==> config.mk <==
export PLATFORM = sky130hd
export DESIGN_NAME = rda_sqrt
export DESIGN_NICKNAME = d
export VERILOG_FILES = /design/src/rtl/rda_sqrt.sv
export SDC_FILE = /design/constraint.sdc
export NUM_CORES = 1
export LEC_CHECK = 0
export BUFFER_PORTS_ARGS = -buffer_cell sky130_fd_sc_hd__buf_2
export CORE_ASPECT_RATIO = 1.1
export CORE_UTILIZATION = 54
export DETAILED_ROUTE_END_ITERATION = 8
export GPL_ROUTABILITY_DRIVEN = 0
export PLACE_DENSITY = 0.79
export SLEW_MARGIN = 40
export SYNTH_ARGS = -nofsm -noshare
export SYNTH_HDL_FRONTEND = slang
export SYNTH_SLANG_ARGS = --single-unit
==> constraint.sdc <==
create_clock -name clk -period 7.45 [get_ports clk]
set_input_delay 0.3725 -clock clk [delete_from_list [all_inputs] [get_ports clk]]
set_output_delay 0.3725 -clock clk [all_outputs]
set_load 0.01 [all_outputs]
==> src/rtl/rda_sqrt.sv <==
// ----------------------------------------------------------------------------
// rda_sqrt: iterative integer square root
// Digit-by-digit floor square root, one result bit per cycle.
// ----------------------------------------------------------------------------
module rda_sqrt #(
  parameter int ROOT_W = 24
) (
  input  logic                clk,
  input  logic                rst_n,
  input  logic                start,
  input  logic [2*ROOT_W-1:0] op,
  output logic                done,
  output logic [ROOT_W-1:0]   root
);

  localparam int CNT_W = $clog2(ROOT_W + 1);

  logic                busy_r;
  logic                done_r;
  logic [CNT_W-1:0]    cnt_r;
  logic [2*ROOT_W-1:0] op_r;
  logic [ROOT_W+1:0]   rem_r;
  logic [ROOT_W-1:0]   root_r;
  logic [ROOT_W+1:0]   rem_sh;
  logic [ROOT_W+1:0]   trial;
  logic                fits;

  assign rem_sh = {rem_r[ROOT_W-1:0], op_r[2*ROOT_W-1 -: 2]};
  assign trial  = {root_r, 2'b01};
  assign fits   = (rem_sh >= trial);

  always_ff @(posedge clk) begin
    if (!rst_n) begin
      busy_r <= 1'b0;
      done_r <= 1'b0;
      cnt_r  <= '0;
    end else begin
      done_r <= 1'b0;
      if (start) begin
        busy_r <= 1'b1;
        cnt_r  <= '0;
        op_r   <= op;
        rem_r  <= '0;
        root_r <= '0;
      end else if (busy_r) begin
        rem_r  <= fits ? (rem_sh - trial) : rem_sh;
        root_r <= {root_r[ROOT_W-2:0], fits};
        op_r   <= {op_r[2*ROOT_W-3:0], 2'b00};
        if (cnt_r == CNT_W'(ROOT_W - 1)) begin
          busy_r <= 1'b0;
          done_r <= 1'b1;
        end
        cnt_r <= cnt_r + 1'b1;
      end
    end
  end

  assign done = done_r;
  assign root = root_r;

endmodule

After elaboration in Yosys (flattened, before gate mapping)
Index checks and enable logic that the tools add are counted.
{ "op_classes": {"multipliers": 0, "n_eq_ne": 1, "div_mod_pow": 0, "n_reduce_logical": 4, "n_mux": 9, "magnitude_cmp": 1, "shift": 0, "add_sub_neg": 2, "bitwise": 2} }
{ "op_table": {"columns": ["cell", "count"], "rows": [
  ["48-bit 2-to-1 mux", 2],
  ["24-bit 2-to-1 mux", 3],
  ["26-bit >= comparator", 1],
  ["24-bit subtractor", 1],
  ["5-bit by 1-bit adder with 5-bit output, second input constant", 1],
  ["5-bit equality test, second input constant", 1],
  ["1-bit 2-to-1 mux", 4],
  ["3-bit OR reduction", 1],
  ["1-bit NOT", 2],
  ["2-bit AND reduction", 1],
  ["2-bit nonzero test", 1],
  ["2-bit OR reduction", 1]
]} }
{ "totals": {"ramBits": 0, "memories": 0, "reg_bits": 103, "out_inout_bits": 25, "rom_bits": 0, "latch_bits": 0, "inputBits": 51, "word_cells": 25} }

Logic depth before layout (Yosys ltp)
{ "logic_depth": {"word_depth": 4, "mapped_depth": 12, "depth_no_buf": 11} }

Worst setup path before layout
No wires, ideal clock.
{ "synth_timing": {"path_kind": "input port to flip-flop", "start": "in start", "end": "reg op_r[0] (enable)", "n_path_buf": 2, "setup_ns": 0.463, "t_required_ns": 6.987, "cell_stages": 3, "setup_slack_ns": 3.797, "arrival_time_ns": 3.190, "cell_sequence": "clkbuf_1 > buf_1 > o21a_1"} }
{ "synth_via": {"elab_chain_len": 2} }
{ "synth_lines": {"columns": ["element", "line", "source"], "rows": [
  ["from (decl)", "10", "input logic start,"],
  ["2-bit nonzero test (no source line)", null, null],
  ["2-bit AND reduction (no source line)", null, null],
  ["to (signal assigned)", "42", "op_r <= op;"],
  ["to (signal assigned)", "48", "op_r <= {op_r[2*ROOT_W-3:0], 2'b00};"],
  ["to (decl)", "21", "logic [2*ROOT_W-1:0] op_r;"]
]} }
Every way passes these cells.
A chain may end at the register's enable or synchronous reset.

Worst setup path after layout
{ "layout_timing": {"start": "reg root_r[0], in the netlist root[0]", "end": "reg rem_r[23] (data pin)"} }
{ "layout_via": {"elab_chain_len": 3, "word_cells_on_any_way": 4, "cone_classes": "1 x add/sub; 1 x order compare; 2 x mux"} }
{ "layout_lines": {"columns": ["element", "line", "source"], "rows": [
  ["from (decl)", "23", "logic [ROOT_W-1:0] root_r;"],
  ["from (signal assigned)", "47", "root_r <= {root_r[ROOT_W-2:0], fits};"],
  ["24-bit subtractor / 26-bit >= comparator (equally long branches)", "46, 30", null],
  ["24-bit 2-to-1 mux *", "46", "rem_r <= fits ? (rem_sh - trial) : rem_sh;"],
  ["24-bit 2-to-1 mux *", "45", "end else if (busy_r) begin"],
  ["to (signal assigned)", "46", null],
  ["to (decl)", "22", "logic [ROOT_W+1:0] rem_r;"]
]} }
Mark *: on every way between the ends. The rest lies on a longest branch, timed or not. The select of a mux whose other input is x is not followed.

==> results.md <==
* Post-CTS sizing at 0
* Top-count cell post-synth: edfxtp_1
* Setup_tns at 0 ps
* CP max FO at 16
* Setup bufs post-CTS at 0
* Wire length per cell at 15.9 um
* Register area share after synthesis at between 50% and 60%
* Hold-fix buffers at CTS at 0
* DP Cell Count at roughly 640
* CTS tree: built
* IO buf count at 75
* Slew Viols, Final at 0
* Startpoint Class: flip-flop
* Synthesized area at approximately 5500 sq um
* 1st-pass router iterations at 6
* Synth Net Count at around 530
* Wirelength, routed at 10400 um
* Synthesized instance count at roughly 450
* Max Fclk at between 200 and 300 MHz
* Worst Path Class, Setup: flip-flop to flip-flop
* Post-synthesis simple-gate area fraction at about a tenth
* Antenna diodes at 0
* H-tree levels at 3
* Layout cells sized above 1 at about 28%
* RSZ-0062 raised after global routing: false
* Commonest cells in the synthesized netlist: edfxtp_1, nor2_1, mux2_2, inv_1, ha_1
* P_leak at about 2.5 nW
* FF+latch count, synth at around 100
* Area leader, netlist: edfxtp_1
* Netlist cell types at 56
* Ys async rst share at 0%
* FP Rows at 38
* Maxcap violations at 0
* Setup Skew at 9.22 ps
* Status: completed
* Worst-Margin Slew at 763 ps
* Synth Area in Compound Gates at about 9.6%
* Combinational family with the most area after synthesis: multiplexers
* Setup violations, final at 0
* I/O pins at 76
* # DRC at 0
* P per Cell Area at 219 nW/um^2
* Worst VDD drop at roughly 0.00013 V
* Final Util at about 63%
* Synth area leaders: edfxtp_1, mux2_2, ha_1
* Worst Hold Class: input pin to flip-flop
* Initial antenna violation count at 0
* CTS buffer count at 9
* Reg clk slew, reported paths at approximately 100 ps
* Clock Latency Late Sink at between 300 and 400 ps
* Tcrit/Tclk final at 47.6%
* Fin crit period at ~3500 ps
* Initial Utilization at between 50% and 60%
* Post-synth EDFFs at 96
* Prevailing post-synth register cell: edfxtp_1
* Area growth from synthesis to layout at 12.2%
* Vias in the first global route at between 3000 and 4000
* Pre-CTS setup slack at a little under 4000 ps
* Crit path DAT at roughly 3700 ps
* Largest net degree at the start of global routing at 99
* Sink Count at 103
* Die Y at roughly 110 um
* Fin nets at 605
* Vias/cell at around 5.7
* Routed Antenna Nets at 0
* Initial detailed-routing violation count at 171
* Post-Synth XOR/XNOR Area at around 3.8%
* Die width at 98.5 um
* Total number of yosys warnings at 0
* Gr usage total at 21.2%
* Via count at about 3700
* Global route total overflow at 0
* Fin cells at roughly 650
* First-pass GRT wire length at about 18000 um
* Setup WS post-layout at just under 4000 ps
* Clock tree buffer depth at 2
* Mean Syn Cell Area at approximately 12 sq um
* Final Hold Fails at 0
* CTS root buffer: clkbuf_8
* Multiplexer share of the synthesized area at 12.4%
* Worst Setup End Kind: flip-flop
* Die area at ~11000 sq um
* Synth Area in Adders at ~6.1%
* Synth top area share at around 52%
* Core area at between 9000 and 10000 sq um
* Slew margin rel. at between 40% and 50%
* Worst endpoint required time at 7590 ps
* Post-DP HPWL at between 7000 and 8000 um
## cells by family after synthesis
| logic type | count (synthesis) |
|---|---|
| and+or+nand+nor | 115 |
| DFF | 103 |
| AOI/OAI and AO/OA | 76 |
| muxes | 63 |
| buffers and inverters | 46 |
| adders and majority gates | 27 |
| xor gates and xnor gates | 24 |
## per-stage QoR
step / instance area (sq um) / power, mW / hold slack, ps
floorplan: 5530 / 0.947 / 479
global placement: 6000 / 1.00 / 491
detailed placement: 6010 / 1.01 / 504
CTS: 6200 / 1.37 / 256
global route: 6200 / 1.42 / 269
finish: 6200 / 1.36 / 269
## power by group
part	total (mW)	internal (mW)	switching, mW
registers	0.701	0.684	0.0172
logic	0.301	0.134	0.167
clock network	0.357	0.157	0.200
total	1.36	0.975	0.384
## path summary, 6_finish.rpt
path,startpoint,to,slack [ps],cells past startpoint
worst max-delay path,root[0]$_SDFFCE_PP0P_,rem_r[23]$_SDFFCE_PP0P_,3900,12
worst min-delay path,op[1],op_r[1]$_SDFFCE_PN0P_,270,2
worst max register to register,root[0]$_SDFFCE_PP0P_,rem_r[23]$_SDFFCE_PP0P_,3900,12
worst min register to register,cnt_r[4]$_SDFFE_PP0P_,cnt_r[4]$_SDFFE_PP0P_,530,2
## state kept, by name, summed over array words and instances (netlist names)
signal / flops
root: 24
cnt_r: 5
busy_r: 1
done: 1
rem_r: 24
op_r: 48
## cell type report
type | instances | area [sq um]
fillers | 808 | 3690
clock buffers | 9 | 124
flip-flops and latches | 103 | 3020
multi-input cells | 305 | 2310
clock inverters | 7 | 70.1
repair buffers | 78 | 408
well taps | 120 | 150
inverters | 30 | 113
## routing by layer
| layer | routed length, um | global-route usage, % |
|---|---|---|
| met1 | 4420 | 23.8 |
| met2 | 5000 | 36.2 |
| met3 | 582 | 5.75 |
| met4 | 381 | 13.1 |
| met5 | 0 | 0 |
## critical path, stage by stage, from the launching register on
cell and delay (ps):
edfxtp_1 400, inv_1 100, ha_1 290, and2b_1 200, o31a_2 320, o21ai_2 210
a2111oi_4 120, nor4_1 280, o31a_1 580, buf_4 380, or2_4 190, inv_2 40
a22o_1 200
## layout by cell type (no fill, tap or decap), types with 3 or more instances in the layout
master / synthesis / layout
nand3_1: 5 / 5
buf_2: 1 / 74
inv_1: 29 / 29
nand2b_1: 3 / 3
mux2i_1: 17 / 17
clkbuf_8: 0 / 9
nand3b_1: 4 / 4
nand4_1: 6 / 6
o21a_1: 5 / 4
nand2_1: 14 / 14
o21ai_0: 8 / 8
o21ai_1: 3 / 3
dfxtp_1: 7 / 7
a21oi_1: 22 / 22
ha_1: 27 / 27
xnor2_1: 16 / 16
a21o_1: 11 / 11
inv_6: 0 / 3
and2_1: 4 / 4
and3_1: 3 / 3
nor2b_1: 3 / 3
nor3_1: 7 / 7
mux2_2: 46 / 46
edfxtp_1: 96 / 96
xor2_1: 8 / 8
nor2_1: 58 / 58
No activity file was read; power rests on OpenSTA's default activity.
