$ cat config.mk
export PLATFORM = sky130hd
export DESIGN_NAME = rda_div
export DESIGN_NICKNAME = d
export VERILOG_FILES = /design/src/rtl/rda_div.sv
export SDC_FILE = /design/constraint.sdc
export NUM_CORES = 1
export LEC_CHECK = 0
export BUFFER_PORTS_ARGS = -buffer_cell sky130_fd_sc_hd__buf_2
export CAP_MARGIN = 20
export CORE_MARGIN = 2
export CORE_UTILIZATION = 55
export CTS_CLUSTER_SIZE = 25
export DETAILED_ROUTE_END_ITERATION = 8
export PLACE_DENSITY_LB_ADDON = 0.3
export SYNTH_ARGS = -nofsm -noshare
export SYNTH_HDL_FRONTEND = slang
export SYNTH_SLANG_ARGS = --single-unit
$ cat constraint.sdc
create_clock -name clk -period 5.3 [get_ports clk]
set_input_delay 0.265 -clock clk [delete_from_list [all_inputs] [get_ports clk]]
set_output_delay 0.265 -clock clk [all_outputs]
set_load 0.02 [all_outputs]
$ cat src/rtl/rda_div.sv
// ----------------------------------------------------------------------------
// rda_div: iterative unsigned divider
// Restoring division, one quotient bit per cycle.
// ----------------------------------------------------------------------------
module rda_div #(
  parameter int NUM_W = 49,
  parameter int DEN_W = 25
) (
  input  logic             clk,
  input  logic             rst_n,
  input  logic             start,
  input  logic [NUM_W-1:0] num,
  input  logic [DEN_W-1:0] den,
  output logic             done,
  output logic [NUM_W-1:0] quot
);

  localparam int CNT_W = $clog2(NUM_W + 1);

  logic             busy_r;
  logic [CNT_W-1:0] cnt_r;
  logic [DEN_W-1:0] rem_r;
  logic [DEN_W-1:0] den_r;
  logic [NUM_W-1:0] quo_r;
  logic             done_r;
  logic [DEN_W:0]   rem_sh;
  logic             q_bit;

  assign rem_sh = {rem_r, quo_r[NUM_W-1]};
  assign q_bit  = (rem_sh >= {1'b0, den_r});

  always_ff @(posedge clk) begin
    if (!rst_n) begin
      busy_r <= 1'b0;
      done_r <= 1'b0;
      cnt_r  <= '0;
    end else begin
      done_r <= 1'b0;
      if (start) begin
        busy_r <= 1'b1;
        cnt_r  <= '0;
        rem_r  <= '0;
        den_r  <= den;
        quo_r  <= num;
      end else if (busy_r) begin
        rem_r <= q_bit ? DEN_W'(rem_sh - {1'b0, den_r}) : rem_sh[DEN_W-1:0];
        quo_r <= {quo_r[NUM_W-2:0], q_bit};
        if (cnt_r == CNT_W'(NUM_W - 1)) begin
          busy_r <= 1'b0;
          done_r <= 1'b1;
        end
        cnt_r <= cnt_r + 1'b1;
      end
    end
  end

  assign done = done_r;
  assign quot = quo_r;

endmodule

; Yosys cells after proc, flatten, opt, wreduce, memory -nomap -nowiden
; Cells that the tools add are included.
; W data, S select, Z words.
[totals]
register_bits = 107
input_bits = 77
out_inout_bits = 50
wordCells = 25
[classes]
addsub = 2
magnitude_cmp = 1
n_eq_ne = 1
mux = 8
n_bitwise = 2
reduce_logical = 5
[op_table]
columns = op, count
row1 = $mux W49, 2
row2 = $mux W25, 2
row3 = $ge A26 B25 Y1, 1
row4 = $sub A25 B25 Y25, 1
row5 = $add A6 B1 Y6 const B, 1
row6 = $eq A6 B6 Y1 const B, 1
row7 = $mux W1, 4
row8 = $reduce_and A2 Y1, 2
row9 = $reduce_or A3 Y1, 1
row10 = $not A1 Y1, 2
row11 = $reduce_bool A2 Y1, 1
row12 = $reduce_or A2 Y1, 1

; Depth between registers and ports, before layout
; Gate-level depths: netlist of the first run.
[logic_depth]
ltp_word = 4
mapped_depth = 14

; Worst setup path before layout of the first run
; OpenSTA, ideal clock, no wires.
[synth_path]
path_type = register to register
from = register quo_r[48] (netlist: quot[48])
to = register quo_r[0] (netlist: quot[0]), data pin
setup_time_ps = 260
t_arrival_ps = 3026
required_time_ps = 5040
slack_ps = 2014
path_stages_with_launch = 13
path_buffers = 1
period_less_slack_ps = 3286
path_cell_list = edfxtp_1 -> inv_1 -> ha_1 -> inv_1 -> fa_1 -> a211oi_1 -> o21ai_2 -> a41oi_2 -> o211ai_2 -> a2111oi_4 -> nor2_1 -> buf_2 -> mux2_2
[synth_via]
elab_chain_cells = 3
[synth_lines]
columns = element, line
row1 = "start, declared", 24  ; logic [NUM_W-1:0] quo_r;
row2 = "start signal, assigned", 44  ; quo_r <= num;
row3 = "start signal, assigned", 47  ; quo_r <= {quo_r[NUM_W-2:0], q_bit};
row4 = $ge A26 B25 Y1, 30  ; assign q_bit = (rem_sh >= {1'b0, den_r});
row5 = $mux W49, 45  ; end else if (busy_r) begin
row6 = $mux W49, 39  ; if (start) begin
; No other way between the ends. The select of a mux whose other input is x is not followed.
; A chain may end at the register's enable or synchronous reset.

; Final worst setup path of the first run
[layout_path]
from = register quo_r[48] (netlist: quot[48])
to = register rem_r[17], data pin
[layout_via]
elab_chain_cells = 3
[layout_lines]
columns = element, line
row1 = $sub A25 B25 Y25 / $ge A26 B25 Y1 (equally long branches), "46, 30"
row2 = $mux W25 *, 46  ; rem_r <= q_bit ? DEN_W'(rem_sh - {1'b0, den_r}) : rem_sh[DEN_W-1:0];
row3 = $mux W25 *, 45
row4 = "end signal, assigned", 46
row5 = "end, declared", 22  ; logic [DEN_W-1:0] rem_r;
; Every way passes the cells marked *; elsewhere a longest branch is shown, timed or not. The select of a mux whose other input is x is not followed.

==> summary.txt, run 1 <==
Outcome
  – Outcome: finished clean

Power and ir drop
  – Psw: 0.0006760 W
  – Internal: around 0.0014 W
  – Sequential Power Share: around 50%
  – Logic gate share of total power: 27.0%
  – Switching Fraction: between 30% and 40%
  – P_leak: 2.760 nW
  – Clk pwr share: 23.3%
  – Peak VDD IR: about 0.24 mV
  – Pwr dens: around 320 nW/um^2

Routing
  – DR pass1 iterations: 5
  – Routed vias: 4136
  – WL final: 12290 um
  – Residual DRC: 0
  – Drt via density: roughly 5.5
  – Routed WL per cell: 16.47 um
  – Drt initial violations: 270
  – Detail Route Antenna Nets: 0

Final layout
  – Area Overhead vs Synth: 16.60%
  – Area of the multi-input gates: about 2300 sq um
  – FF+latch area: ~3100 sq um
  – FILL cells: 818
  – Diodes inserted: 0
  – Final nets: between 700 and 800
  – Layout cells sized above 1: ~34%

Synthesis
  – Synthesis Warnings: 0
  – Sequential cell area fraction in the yosys report: a little over half
  – Syn_area_per_cell: about 12 sq um
  – EDFF count, synth: between 90 and 100
  – Post-Syn Instances: 483
  – Cell Area, Synth: about 5700 sq um
  – Distinct cell type count after synthesis: 49
  – Syn_nets: around 600
  – Synth Flop Type: edfxtp_1
  – Flops & latches, synth: around 110
  – Post-synthesis async set-or-reset flop share: 0%

Timing
  – Slew Viols, Final: 0
  – Slew HR: about two fifths
  – Hold Violations, Final: 0
  – Fmax: roughly 260 MHz
  – Final worst setup slack: between 1 and 1.5 ns
  – RSZ-0062 raised after global routing: no
  – Final setup vio count: 0
  – Final period util: approximately 73%
  – Min Tclk post-route: 3.845 ns
  – Setup_tns: 0 ns
  – Worst-margin pin slew: between 0.8 and 0.9 ns
  – Skew final: between 0.01 and 0.015 ns

Global route
  – Largest net degree at the start of global routing: 76
  – Vias in the first global route: a little over 4000
  – Total track usage: 22.56%
  – Antenna violations before repair: 0
  – Global route overflow: 0
  – First-pass GRT wire length: just under 20000 um

Placement
  – GPL Wtd Cong: ~0.86
  – # port buffers: 126
  – Pre-CTS WS: between 1 and 1.5 ns
  – DP HPWL: between 8000 and 9000 um

Clocking
  – Num CTS Buffers: 9
  – CTS H-tree lvls: 3
  – Root Driver: clkbuf_8
  – CTS-repair resized insts: 0
  – Clock sinks: roughly 110
  – Post-CTS setup buffer count: 0
  – CTS tree: built
  – Clk_lat worst skew: 0.39 ns
  – Clk slew on worst S/H paths: ~0.11 ns
  – Hold Buf Count CTS: 0
  – Clk buf depth: 2

Die
  – Std cell rows: 37
  – DIE WIDTH: about 110 um
  – Core area: 10180 sq um
  – Num ports: around 130
  – Initial core utilization: a little under three fifths
  – Chip height: about 110 um
  – Die ar.: 11200 sq um

Critical path
  – R2R depth: 12
  – CP Class: reg -> reg
  – Reg2Reg Launch Point: quot[48]$_DFFE_PP_
  – Worst path required time: between 5 and 6 ns
  – CP max FO: 20
  – Reg2reg end: rem_r[17]$_SDFFCE_PP0P_
  – Worst setup startpoint: quot[48]$_DFFE_PP_
  – Setup crit end kind: flop
  – CP Launch Type: flop
  – R2r setup slk: 1.45 ns
  – Arrival time worst endpoint: between 3 and 4 ns
  – Critical Path End: rem_r[17]$_SDFFCE_PP0P_

Min path
  – HP Class: in -> reg

Run
  – # Max-Cap Violations: 0
Yosys cell counts, types with 10 or more instances:
cell type | count | share of area [%]
edfxtp_1 | 99 | 52
nand2_1 | 52 | 3.4
inv_1 | 35 | 2.3
mux2_2 | 49 | 9.7
xor2_1 | 12 | 1.8
a21oi_1 | 34 | 3.0
nor2_1 | 28 | 1.8
clkbuf_1 | 10 | 0.66
a21o_1 | 13 | 1.7
xnor2_1 | 11 | 1.7
nand3_1 | 11 | 0.96
o21ai_0 | 13 | 1.1
ha_1 | 27 | 5.9
how the worst min path moves through the flow:
stage            start                  end  slack (ns)  cells past startpoint
6_report        den[5]   den_r[5]$_DFFE_PP_        0.04                      1
2_1_floorplan   den[0]   den_r[0]$_DFFE_PP_        0.36                      0
3_3_place_gp    den[1]   den_r[1]$_DFFE_PP_        0.44                      1
4_1_cts         den[5]   den_r[5]$_DFFE_PP_        0.03                      1
3_5_place_dp   den[14]  den_r[14]$_DFFE_PP_        0.44                      1
5_1_grt         den[3]   den_r[3]$_DFFE_PP_        0.01                      1
power groups by stage:
stage	combinational, W	sequential, W	clock (W)
final	0.000567	0.00104	0.000489
after global routing	0.000625	0.00105	0.000529
after CTS	0.000562	0.00104	0.000501
after detailed placement	0.000559	0.00106	0
after global placement	0.000543	0.00106	0
after floorplan	0.000399	0.00108	0
flip-flops by register name, summed over array words and instances (netlist names):
name and flops:
rem_r 25, quot 49, busy_r 1, den_r 25, done 1, cnt_r 6
critical path: stages (launching register included):
cell and delay (ns):
edfxtp_1 0.43, inv_1 0.08, ha_1 0.17, inv_1 0.05, fa_1 0.43, a211oi_1 0.39, o21ai_2 0.13, a41oi_2 0.26
o211ai_2 0.19, a2111oi_4 0.46, or2_1 0.67, or3b_2 0.26, a21oi_2 0.05
metal layers:
metal	share of wire [%]	routed length, um	up-vias	global-route usage, %
li1	-	-	2016	-
met1	41	5073	1958	28.26
met2	49	5982	153	37.05
met3	9.2	1134	9	9.029
met4	0.77	94	0	4.887
met5	0	0	-	0
logic make-up (layout without fill, tap and decap cells):
kind of cell | count (synthesis) | in the layout | synth area share (%)
simple gates | 119 | 119 | 9.276
fa+ha+maj | 28 | 28 | 6.272
compound gates | 100 | 100 | 12.15
buf+inv | 56 | 183 | 4.013
flops | 107 | 107 | 54.91
xor+xnor | 23 | 23 | 3.531
mux | 50 | 50 | 9.847
stage by stage:
stage          instance area, sq um  hold slack [ns]  instances  power [W]  utilization (%)
6_report                       6653          0.03628        746   0.002098            65.32
5_1_grt                        6653          0.01413        746   0.002205            65.32
4_1_cts                        6633          0.02553        745   0.002106            65.12
3_5_place_dp                   6444           0.4431        729   0.001621            63.27
3_3_place_gp                   6444           0.4431        729   0.001603            63.27
2_1_floorplan                  5705           0.3639        483   0.001484                -
cell usage in the layout (no fill, tap or decap), drive strengths merged, types with 2 or more instances in the layout:
| master | n |
|---|---|
| a2111oi | 2 |
| a211oi | 8 |
| a21o | 13 |
| a21oi | 36 |
| a31oi | 4 |
| a41oi | 2 |
| and2 | 2 |
| and3 | 3 |
| buf | 131 |
| clkbuf | 10 |
| clkinv | 2 |
| clkinvlp | 3 |
| dfxtp | 8 |
| edfxtp | 99 |
| ha | 27 |
| inv | 37 |
| mux2 | 49 |
| nand2 | 52 |
| nand3 | 11 |
| nand4 | 7 |
| nor2 | 28 |
| nor2b | 2 |
| nor3 | 5 |
| nor4 | 4 |
| o211ai | 4 |
| o21a | 4 |
| o21ai | 14 |
| o21bai | 3 |
| o22ai | 2 |
| o311ai | 2 |
| or3 | 2 |
| xnor2 | 11 |
| xor2 | 12 |
cell type report:
cell class	count	area share, %
flip-flops and latches	107	47.09
multi-input cells	320	35.25
repair buffers	131	10.23
well taps	136	2.558
inverters	36	2.031
clock buffers	10	1.918
clock inverters	6	0.9216
No activity file was read; power rests on OpenSTA's default activity.
==> inputs of run 2 (changes only) <==
--- a/config.mk
+++ b/config.mk
@@ -5,6 +5,7 @@
 export SDC_FILE = /design/constraint.sdc
 export NUM_CORES = 1
 export LEC_CHECK = 0
+export ABC_AREA = 1
 export BUFFER_PORTS_ARGS = -buffer_cell sky130_fd_sc_hd__buf_2
 export CAP_MARGIN = 20
 export CORE_MARGIN = 2
==> constraint.sdc (replaced) <==
create_clock -name clk -period 3.6 [get_ports clk]
set_input_delay 0.18 -clock clk [delete_from_list [all_inputs] [get_ports clk]]
set_output_delay 0.18 -clock clk [all_outputs]
set_load 0.02 [all_outputs]
==> run 2 against run 1 <==
Against the previous run:
- routed wire length is 20% higher
- cell area is 15% higher
- cell count is 48% higher
- sequential share of layout area is 6.1 points lower
- clock skew is 0.0031 ns lower
- first-iteration DRC count is 12% higher
- via count is 31% higher
- worst hold slack worse by 0.023 ns
- power is 77% higher
- critical path type unchanged
- critical endpoint is now rem_r[12]$_SDFFCE_PP0P_
==> summary.txt, run 2 <==
Global route
  – Vias in the first global route: 5278 (+29%)
  – Antenna violations before repair: 0 (unchanged)
  – Largest net degree at the start of global routing: 76 (unchanged)
  – Global route overflow: 0 (unchanged)
  – Total track usage: 24.63% (+2.1 points)
  – First-pass GRT wire length: 25040 um (+26%)

Clocking
  – Clk slew on worst S/H paths: 0.08 ns (-0.03 ns)
  – Clk buf depth: 2 (unchanged)
  – Num CTS Buffers: 9 (unchanged)
  – Root Driver: clkbuf_16
  – Clk_lat worst skew: 0.35 ns (-0.04 ns)
  – CTS tree: built
  – CTS H-tree lvls: 3 (unchanged)
  – Clock sinks: 107 (unchanged)

Synthesis
  – Synth Flop Type: edfxtp_1
  – Post-synthesis async set-or-reset flop share: 0% (unchanged)
  – Synth cell count leaders: 357 x nand2_1, 131 x inv_1, 99 x edfxtp_1
  – Distinct cell type count after synthesis: 34 (-31%)
  – Yosys top cell area share: 46.83% (-5.3 points)
  – EDFF count, synth: 99 (unchanged)
  – Cell Area, Synth: 6349 sq um (+11%)
  – Post-Syn Instances: 814 (+69%)
  – Top cells by area, synth: edfxtp_1 47%, nand2_1 21%, inv_1 7.7%, ha_1 5.3%, nor2_1 3.7%
  – Sequential cell area fraction in the yosys report: 49.35% (-5.6 points)
  – Yosys top cell by area: edfxtp_1
  – Syn_nets: 919 (+56%)
  – Synthesis Warnings: 0 (unchanged)
  – Syn_area_per_cell: 7.799 sq um (-34%)
  – Flops & latches, synth: 107 (unchanged)
  – Cell with the most instances after synthesis: nand2_1

Timing
  – Skew final: 0.01099 ns (-0.003093 ns)
  – Setup_tns: 0 ns (unchanged)
  – Hold Violations, Final: 0 (unchanged)
  – Min Tclk post-route: 2.748 ns (-1.097 ns)
  – Final period util: 76.34% (+3.8 points)
  – Final setup vio count: 0 (unchanged)
  – Slew Viols, Final: 0 (unchanged)
  – RSZ-0062 raised after global routing: no
  – Worst-margin pin slew: 1.019 ns (+0.1329 ns)
  – Fmax: 363.9 MHz (+40%)
  – Slew HR: 32.00% (-8.7 points)

Critical path
  – CP max FO: 32 (+60%)
  – Worst path required time: 3.71 ns (-1.70 ns)
  – Arrival time worst endpoint: 2.86 ns (-1.09 ns)
  – CP Class: reg -> reg
  – CP Launch Type: flop
  – Setup crit end kind: flop

Routing
  – Residual DRC: 0 (unchanged)
  – Drt via density: 4.909 (-11%)
  – Detail Route Antenna Nets: 0 (unchanged)
  – Drt initial violations: 303 (+12%)
  – WL final: 14730 um (+20%)
  – Routed vias: 5434 (+31%)
  – Routed WL per cell: 13.31 um (-19%)
  – DR pass1 iterations: 5 (unchanged)

Power and ir drop
  – Internal: 0.002466 W (+73%)
  – Psw: 0.001257 W (+86%)
  – Logic gate share of total power: 29.4% (+2.4 points)
  – P_leak: 4.000 nW (+45%)
  – Switching Fraction: 33.76% (+1.5 points)
  – Pwr dens: 487.0 nW/um^2 (+54%)
  – Clk pwr share: 28.1% (+4.8 points)
  – Sequential Power Share: 42.5% (-7.2 points)
  – Peak VDD IR: 0.2659 mV (+9.8%)

Die
  – Num ports: 127 (unchanged)
  – Core area: 11320 sq um (+11%)
  – Die ar.: 12420 sq um (+11%)
  – Chip height: 111.4 um (+5.3%)
  – Std cell rows: 39 (+5.4%)
  – Initial core utilization: 56.08% (+0.059 points)
  – DIE WIDTH: 111.4 um (+5.3%)

Final layout
  – Commonest non-fill, non-tap cell in the layout: nand2_1
  – Max reg flops: 49 (unchanged)
  – FILL cells: 926 (+13%)
  – Area Overhead vs Synth: 20.38%
  – Finished Layout Cells: 1107 (+48%)
  – Commonest cells after routing, fill and taps aside: 356 x nand2_1, 130 x inv_1, 126 x buf_2, 99 x edfxtp_1, 62 x nor2_1
  – Diodes inserted: 0 (unchanged)
  – Final nets: 1064 (+50%)
  – Layout cells sized above 1: 17.74% (-16 points)

Outcome
  – Outcome: finished clean

Placement
  – GPL Wtd Cong: 1.020 (+18%)
  – DP HPWL: 10660 um (+20%)
  – # port buffers: 126 (unchanged)
  – Placed instance count: 1068 (+47%)

Run
  – # Max-Cap Violations: 0 (unchanged)

Min path
  – HP Class: in -> reg
## run 2: worst max-delay path, cell delays in order, from the launching register on
cell and delay [ns]:
edfxtp_1 0.42, inv_1 0.08, ha_1 0.14, inv_1 0.07, fa_1 0.40, nand2_1 0.11
nand2_1 0.11, nand3_2 0.08, nand2_2 0.08, nand2_2 0.07, nand2_2 0.07, nand2_2 0.09
nand3_4 0.30, buf_4 0.32, o21ai_1 0.14, nor2_1 0.05
## run 2: area by class of cell
cell class / count / area [sq um] / area share, %
multi-input cells: 557 / 2626 / 34.36
inverters: 132 / 495.5 / 6.483
clock buffers: 9 / 225.2 / 2.947
well taps: 143 / 178.9 / 2.341
clock inverters: 7 / 82.58 / 1.081
flip-flops and latches: 107 / 3133 / 41.00
repair buffers: 152 / 900.9 / 11.79
## run 2: final timing paths
path	startpoint	slack (ns)	depth (start not counted)	end
worst max register to register	quot[48]$_DFFE_PP_	0.85	15	rem_r[12]$_SDFFCE_PP0P_
worst max-delay path	quot[48]$_DFFE_PP_	0.85	15	rem_r[12]$_SDFFCE_PP0P_
worst min-delay path	den[10]	0.01	1	den_r[10]$_DFFE_PP_
worst min register to register	cnt_r[0]$_SDFFE_PP0P_	0.54	2	cnt_r[0]$_SDFFE_PP0P_
## run 2: kinds of logic (layout without fill, tap and decap cells)
group / after synthesis / count (layout) / synth area share, %
buf+inv: 150 / 300 / 9.401
simple gates: 490 / 490 / 31.57
compound gates: 29 / 29 / 2.661
flops: 107 / 107 / 49.35
xor+xnor: 10 / 10 / 1.380
fa+ha+maj: 28 / 28 / 5.637
## run 2: metrics by stage
step	power (W)	hold WS, ns	instance area [sq um]	setup WS (ns)	utilization [%]
finish	0.003722	0.01375	7642	0.8517	67.51
CTS	0.003729	0.001066	7605	0.8467	67.18
floorplan	0.002410	0.2789	6349	1.074	-
detailed placement	0.002671	0.3584	7087	0.8365	62.60
global placement	0.002658	0.3567	7087	0.9685	62.60
global route	0.003966	0.002627	7642	0.5950	67.51
## run 2: routing by layer
layer  track usage [%]  vias to the layer above  part of all wire [%]
met3             5.934                        6                   7.2
met1             33.73                     2434                    46
met5                 0                        -                     0
met4             4.856                        0                  0.71
li1                  -                     2826                     -
met2             40.61                      168                    46
## run 2: power by group through the flow
stage	clock (W)	sequential (W)	combinational, W
6_report	0.00105	0.00158	0.00109
5_1_grt	0.00111	0.00160	0.00126
4_1_cts	0.00106	0.00158	0.00109
3_5_place_dp	0	0.00161	0.00106
3_3_place_gp	0	0.00161	0.00105
2_1_floorplan	0	0.00166	0.000752
## run 2: what timing repair did
item / 4_1_cts / 5_1_grt
gates resized for setup: 0 / 0
buffers inserted: 0 / 0
hold buffers: 21 / 1
hold endpoints to repair: 21 / 1
